### src/sv/sabp_pkg.sv
// Package for the sRGB alpha-blend pixel pipeline: widths, word types and constant tables.
`default_nettype none

package sabp_pkg;

    localparam int FRAC_BITS = 12;
    localparam int SRC_W     = 13;
    localparam int PIX_W     = 32;
    localparam int CODE_W    = 8;
    localparam int NUM_CODES = 1 << CODE_W;
    localparam int NUM_CH    = 4;
    localparam int Q_BITS    = 16;
    localparam int LIN_W     = Q_BITS + 1;
    localparam int WIDEN     = Q_BITS - FRAC_BITS;
    localparam int S_W       = SRC_W + WIDEN;
    localparam int W_W       = S_W + 1;
    localparam int P_W       = 2 * S_W;
    localparam int DP_W      = LIN_W + 1 + W_W;
    localparam int SUM_W     = DP_W + 1;
    localparam int K_FULL    = 255;
    localparam int KPROD_W   = SRC_W + CODE_W;
    localparam int K_W       = KPROD_W - FRAC_BITS;
    localparam int ENC_SCALE = 4095;
    localparam int ENC_IDX_W = 12;
    localparam int SEG_START = 1008;
    localparam int SEG_SHIFT = 4;

    // channel order matches the byte order of a packed pixel, low to high
    localparam int CH_B = 0;
    localparam int CH_G = 1;
    localparam int CH_R = 2;
    localparam int CH_A = 3;

    localparam logic [LIN_W-1:0] ONE_Q16 = LIN_W'(1) << Q_BITS;

    typedef logic [LIN_W-1:0]     dec_tab_t [NUM_CODES];
    typedef logic [ENC_IDX_W-1:0] thr_tab_t [NUM_CODES];

    typedef struct packed {
        logic [NUM_CH-1:0][S_W-1:0]   src;
        logic [NUM_CH-1:0][LIN_W-1:0] dst_lin;
        logic                         direct;
        logic                         bypass;
        logic [PIX_W-1:0]             dst;
    } dec_word_t;

    typedef struct packed {
        logic [NUM_CH-1:0][LIN_W-1:0] val;
        logic                         bypass;
        logic [PIX_W-1:0]             dst;
    } mix_word_t;

    function automatic longint unsigned pow5_q30(input longint unsigned y);
        longint unsigned p;
        p = y;
        for (int i = 0; i < 4; i++)
        begin
            p = (p * y) >> 30;
        end
        return p;
    endfunction

    // sRGB code to linear light, Q30
    function automatic longint unsigned lin_q30(input int unsigned c);
        longint unsigned t;
        longint unsigned t2;
        longint unsigned lo;
        longint unsigned hi;
        longint unsigned mid;
        if (c <= 10)
        begin
            return (64'(c) * 64'd100 << 30) / 64'd329460;
        end
        t  = (64'(c * 1000 + 14025) << 30) / 64'd269025;
        t2 = (t * t) >> 30;
        lo = 0;
        hi = 64'd1 << 30;
        for (int it = 0; it < 32; it++)
        begin
            if (lo < hi)
            begin
                mid = (lo + hi + 1) >> 1;
                if (pow5_q30(mid) <= t2)
                    lo = mid;
                else
                    hi = mid - 1;
            end
        end
        return (t2 * lo) >> 30;
    endfunction

    function automatic dec_tab_t build_srgb_dec();
        dec_tab_t tab;
        for (int c = 0; c < NUM_CODES; c++)
        begin
            tab[c] = LIN_W'((lin_q30(c) + 64'd8192) >> 14);
        end
        return tab;
    endfunction

    function automatic dec_tab_t build_lin_dec();
        dec_tab_t tab;
        for (int c = 0; c < NUM_CODES; c++)
        begin
            tab[c] = LIN_W'((64'(c) * 64'd65536 + 64'd127) / 64'd255);
        end
        return tab;
    endfunction

    // smallest encoder sample at which each code is reached
    function automatic thr_tab_t build_srgb_thr();
        thr_tab_t tab;
        for (int c = 0; c < NUM_CODES; c++)
        begin
            tab[c] = ENC_IDX_W'((lin_q30(c) * 64'(ENC_SCALE) + (64'd1 << 30) - 64'd1) >> 30);
        end
        return tab;
    endfunction

    localparam dec_tab_t SRGB_DEC = build_srgb_dec();
    localparam dec_tab_t LIN_DEC  = build_lin_dec();
    localparam thr_tab_t SRGB_THR = build_srgb_thr();

endpackage

`default_nettype wire

### src/sv/sabp_encode.sv
// Encode stages: scaling to byte or encoder sample, sRGB code search, pixel packing.
`default_nettype none

module sabp_encode (
    input  logic                          clk,
    input  logic                          rst_n,
    input  logic                          linear_mode,
    input  logic                          in_valid,
    output logic                          in_ready,
    input  sabp_pkg::mix_word_t           in_word,
    output logic                          out_valid,
    input  logic                          out_ready,
    output logic [sabp_pkg::PIX_W-1:0]    out_pixel
);

    localparam int NUM_COL     = sabp_pkg::NUM_CH - 1;
    localparam int SRCH_STAGES = 4;
    localparam int STEPS       = sabp_pkg::CODE_W / SRCH_STAGES;
    localparam int NUM_STG     = SRCH_STAGES + 1;
    localparam int M8_W        = sabp_pkg::LIN_W + sabp_pkg::CODE_W;
    localparam int M12_W       = sabp_pkg::LIN_W + sabp_pkg::ENC_IDX_W;

    typedef struct packed {
        logic [NUM_COL-1:0][sabp_pkg::ENC_IDX_W-1:0]        x;
        logic [NUM_COL-1:0][sabp_pkg::CODE_W-1:0]           idx;
        logic [sabp_pkg::NUM_CH-1:0][sabp_pkg::CODE_W-1:0]  lin_code;
        logic                                               mode;
        logic                                               bypass;
        logic [sabp_pkg::PIX_W-1:0]                         dst;
    } srch_t;

    function automatic logic [sabp_pkg::CODE_W-1:0] search_step(
        input logic [sabp_pkg::CODE_W-1:0]    idx,
        input logic [sabp_pkg::ENC_IDX_W-1:0] x,
        input int                             bitpos
    );
        logic [sabp_pkg::CODE_W-1:0] cand;
        cand = idx | (sabp_pkg::CODE_W'(1) << bitpos);
        return (sabp_pkg::SRGB_THR[cand] <= x) ? cand : idx;
    endfunction

    logic [NUM_STG-1:0]                                   valid_reg;
    logic [NUM_STG-1:0]                                   load;
    srch_t                                                stg_reg   [SRCH_STAGES];
    srch_t                                                srch_next [SRCH_STAGES];
    srch_t                                                e_next;
    logic [sabp_pkg::PIX_W-1:0]                           pixel_reg;
    logic [sabp_pkg::PIX_W-1:0]                           pixel_next;
    logic [sabp_pkg::NUM_CH-1:0][sabp_pkg::CODE_W-1:0]    packed_code;
    logic [M8_W-1:0]                                      m255;
    logic [M12_W-1:0]                                     m4095;
    logic [sabp_pkg::ENC_IDX_W-1:0]                       n;
    logic [sabp_pkg::CODE_W-1:0]                          idx_t;

    always_comb
    begin
        load[NUM_STG-1] = !valid_reg[NUM_STG-1] || out_ready;
        for (int k = NUM_STG - 2; k >= 0; k--)
        begin
            load[k] = !valid_reg[k] || load[k+1];
        end
    end

    assign in_ready = load[0];

    always_comb
    begin
        m255  = '0;
        m4095 = '0;
        n     = '0;
        e_next.mode   = linear_mode;
        e_next.bypass = in_word.bypass;
        e_next.dst    = in_word.dst;
        e_next.idx    = '0;
        for (int ch = 0; ch < sabp_pkg::NUM_CH; ch++)
        begin
            m255 = M8_W'(in_word.val[ch]) * M8_W'(sabp_pkg::K_FULL);
            e_next.lin_code[ch] = m255[sabp_pkg::Q_BITS +: sabp_pkg::CODE_W];
        end
        for (int ch = 0; ch < NUM_COL; ch++)
        begin
            m4095 = M12_W'(in_word.val[ch]) * M12_W'(sabp_pkg::ENC_SCALE);
            n     = m4095[sabp_pkg::Q_BITS +: sabp_pkg::ENC_IDX_W];
            if (n < sabp_pkg::ENC_IDX_W'(sabp_pkg::SEG_START))
                e_next.x[ch] = n;
            else
                e_next.x[ch] = (n >> sabp_pkg::SEG_SHIFT) << sabp_pkg::SEG_SHIFT;
        end
    end

    // two code bits resolved per stage, high bits first
    always_comb
    begin
        idx_t = '0;
        for (int s = 0; s < SRCH_STAGES; s++)
        begin
            srch_next[s] = stg_reg[s];
            for (int ch = 0; ch < NUM_COL; ch++)
            begin
                idx_t = stg_reg[s].idx[ch];
                for (int j = 0; j < STEPS; j++)
                begin
                    idx_t = search_step(idx_t, stg_reg[s].x[ch],
                                        sabp_pkg::CODE_W - 1 - s * STEPS - j);
                end
                srch_next[s].idx[ch] = idx_t;
            end
        end
    end

    always_comb
    begin
        packed_code[sabp_pkg::CH_A] = srch_next[SRCH_STAGES-1].lin_code[sabp_pkg::CH_A];
        for (int ch = 0; ch < NUM_COL; ch++)
        begin
            if (srch_next[SRCH_STAGES-1].mode)
                packed_code[ch] = srch_next[SRCH_STAGES-1].lin_code[ch];
            else
                packed_code[ch] = srch_next[SRCH_STAGES-1].idx[ch];
        end
        if (srch_next[SRCH_STAGES-1].bypass)
            pixel_next = srch_next[SRCH_STAGES-1].dst;
        else
            pixel_next = packed_code;
    end

    always_ff @(posedge clk or negedge rst_n)
    begin
        if (!rst_n)
            valid_reg <= '0;
        else
        begin
            if (load[0])
                valid_reg[0] <= in_valid;
            for (int k = 1; k < NUM_STG; k++)
            begin
                if (load[k])
                    valid_reg[k] <= valid_reg[k-1];
            end
        end
    end

    always_ff @(posedge clk)
    begin
        if (load[0])
            stg_reg[0] <= e_next;
        for (int s = 1; s < SRCH_STAGES; s++)
        begin
            if (load[s])
                stg_reg[s] <= srch_next[s-1];
        end
        if (load[NUM_STG-1])
            pixel_reg <= pixel_next;
    end

    assign out_valid = valid_reg[NUM_STG-1];
    assign out_pixel = pixel_reg;

endmodule

`default_nettype wire

### config.mk
export PLATFORM = sky130hd
export DESIGN_NAME = sabp_encode
export DESIGN_NICKNAME = d
export VERILOG_FILES = /design/src/sv/sabp_pkg.sv /design/src/sv/sabp_encode.sv
export SDC_FILE = /design/constraint.sdc
export NUM_CORES = 2
export LEC_CHECK = 0
export BUFFER_PORTS_ARGS = -buffer_cell sky130_fd_sc_hd__buf_2
export CAP_MARGIN = 30
export CORE_MARGIN = 2
export CORE_UTILIZATION = 65
export DETAILED_ROUTE_END_ITERATION = 6
export GPL_TIMING_DRIVEN = 0
export PLACE_DENSITY = 0.83
export REMOVE_ABC_BUFFERS = 1
export SLEW_MARGIN = 10
export SYNTH_ARGS = -nofsm -noshare
export SYNTH_HDL_FRONTEND = slang
export SYNTH_SLANG_ARGS = --single-unit
### constraint.sdc
create_clock -name clk -period 9.5 [get_ports clk]
set_clock_uncertainty 0.1 [all_clocks]
set_input_delay 0.475 -clock clk [delete_from_list [all_inputs] [get_ports clk]]
set_output_delay 0.475 -clock clk [all_outputs]
set_load 0.1 [all_outputs]
==> flow_metrics.py <==
metrics = {
    "logic_synthesis": {
        "synth_area_leader_cell": "edfxtp_1",
        "synth_seq_area_share_pct": 28.5,
        "syn_area_um2": 50600,
        "synth.area.top_cells": "edfxtp_1, fa_1, ha_1",
        "synthArstFlopShare_pct": 1.04,
        "yosysWarnings": 0,
        "yosysTopAreaCellShare_pct": 28.3,
        "netlist_instances": 5053,
        "synth_area_per_cell_um2": 10.0,
        "yosysUniqueCellTypes": 89,
        "synth_flop_cell": "edfxtp_1",
        "synth_seq_cells": 481,
        "synth_edf_count": 476,
    },
    "routing": {
        "drt_iter0_drc": 4322,
        "viasPerCell": 6.25,
        "routed-via-count": 38843,
        "first_pass_iters": 7,
        "wire_per_inst_um": 19.8,
        "routed_wl_um": 123000,
        "antenna_left": 0,
        "drcViolationCount": 8,
    },
    "critical_path": {
        "crit_path_end_kind": "flip-flop",
        "critPathSlowestCell": "edfxtp_1",
        "crit_fanout": 29,
        "r2r_start": "stg_reg[3][78]",
        "worst-r2r-setup-slack_ps": 510,
        "reg2regPathDepth": 28,
        "cp_common_cell": "ha_1",
        "crit_end": "out_pixel[8]",
        "critPathLaunch": "stg_reg[3][78]",
        "max_stage_delay_ps": 920,
        "critPathLaunchType": "flip-flop",
        "critical_path_class": "flip-flop to flip-flop",
        "reg2reg_to": "out_pixel[8]",
        "cp.required_ps": 9830,
        "arrival_ps": 9320,
    },
    "placement": {
        "place_ws_ps": 710,
        "io_buffers": 139,
        "hpwlAfterDp_um": 93800,
        "place.gp.congestion": 0.988,
        "place_area_um2": 53000,
    },
    "timing": {
        "worstMarginPinSlew_ps": 984,
        "slew_violations": 0,
        "final-setup-viol-count": 0,
        "fmax_mhz": 111,
        "period_share_pct": 94.7,
        "grt_setup_unrepaired": "no",
        "holdWs_ps": 108,
        "relSlewSlack_pct": 34.4,
        "fin_ws_ps": 506,
        "fin_crit_ps": 8990,
        "hold_viol": 0,
        "final.setup.tns_ps": 0,
    },
    "final_layout": {
        "fin_nets": 6377,
        "final_common_cell": "inv_1",
        "regArea_um2": 14400,
        "multi_input_area_um2": 32400,
        "syn2layout_area_growth_pct": 8.84,
        "largest_register_ffs": 444,
        "drive_above_1_share_pct": 6.83,
        "final_cell_mix": "inv_1, ha_1, fa_1",
        "final_area_um2": 55100,
        "nFillCells": 5401,
    },
    "clocking": {
        "cts_buffer_depth": 3,
        "clkLatencyLatePin_ps": 600,
        "postCtsSetupRepairBufs": 0,
        "numCtsBuffers": 48,
        "cts-htree-levels": 2,
        "cts.sinks": 481,
        "cts_tree": "done",
        "cts_root_buf": "clkbuf_16",
        "path_clk_slew_ps": 70,
    },
    "global_route": {
        "antenna_found_initial": 5,
        "grt_pass1_wl_um": 201000,
        "grt_util_all_layers_pct": 30.6,
        "grt_overflow": 0,
        "grt_max_degree": 58,
        "grt_pass1_vias": 39277,
    },
    "job": {
        "drv_cap": 0,
    },
    "min_path": {
        "hold_class": "input port to async pin",
    },
    "floorplan": {
        "die_h_um": 283,
        "fp.coreArea_um2": 77200,
        "io_pins": 140,
        "fp.dieW_um": 283,
        "die_area_um2": 80100,
        "fp-row-count": 102,
        "start_util_pct": 65.5,
    },
    "run_status": {
        "violations": "design-rule violations",
        "outcome": "finished with violations",
    },
}
## synthesized netlist by cell type, drive strengths merged (20+ instances only)
master	instances
and3	22
ha	621
a311oi	23
o21ai	288
xor2	35
nor2b	55
xnor2	57
a31oi	50
o22ai	29
a21o	87
nor2	320
edfxtp	476
nand4	58
fa	515
a211oi	58
o31ai	20
nand2b	39
nand3	82
o211ai	50
o221ai	20
o21a	26
mux2i	45
a21oi	344
buf	55
nor3	83
clkbuf	155
inv	804
mux2	23
nand2	307
## repair_timing
action                     4_1_cts  5_1_grt
hold endpoints to repair        40        0
setup endpoints to repair        0        0
hold buffers                    36        0
resized for setup                0        0
## final cells by class
cell class / instances / share of cell area [%]
Antenna cell: 5 / 0.0227
Tap cell: 1040 / 2.36
Sequential cell: 481 / 26.2
Inverter: 810 / 5.52
Clock inverter: 29 / 0.498
Timing Repair Buffer: 242 / 4.34
Clock buffer: 58 / 2.31
Multi-Input combinational cell: 3552 / 58.8
## critical path, delay by kind of cell (launching register included)
| family | cells | cell delay (ps) |
|---|---|---|
| compound gates | 13 | 3000 |
| fa+ha+maj | 4 | 1930 |
| buf+inv | 4 | 1480 |
| simple gates | 6 | 1270 |
| flops | 1 | 920 |
| mux | 1 | 110 |
## worst min-delay path by stage
stage / startpoint / endpoint / slack [ps] / depth (start not counted)
floorplan: rst_n / valid_reg[0] / 80 / 0
global placement: rst_n / valid_reg[0] / 190 / 1
detailed placement: rst_n / valid_reg[0] / 200 / 1
CTS: rst_n / valid_reg[3] / 100 / 2
global route: rst_n / valid_reg[3] / 120 / 2
finish: rst_n / valid_reg[3] / 110 / 2
## metal layers
layer  routed length, µm  vias up  GRT usage, %  share of wire [%]
li1                    -    17783             -                  -
met5                   0        -             0                  0
met1               49500    18750          40.9                 40
met3               10000      353          4.55                8.1
met2               59200     1957          51.1                 48
met4                4480        0          11.1                3.6
## per-stage QoR
stage          util (%)  instances
2_1_floorplan         -       4843
3_3_place_gp       67.1       6022
3_5_place_dp       68.6       6081
4_1_cts            71.1       6204
5_1_grt            71.3       6216
6_report           71.3       6217
## cell families after synthesis
| group | count (synthesis) | share of synthesized area (%) |
|---|---|---|
| adder cells (fa/ha/maj) | 1136 | 35.7 |
| buffers and inverters | 1020 | 7.60 |
| flip-flops | 481 | 28.5 |
| AO/OA/AOI/OAI | 1194 | 15.1 |
| AND/OR/NAND/NOR | 1054 | 9.69 |
| multiplexers | 76 | 1.76 |
| XOR/XNOR | 92 | 1.59 |
Power is left out: the tool's default activity adds up to more than one toggle a clock period on the data nets, which glitch-free logic cannot reach.
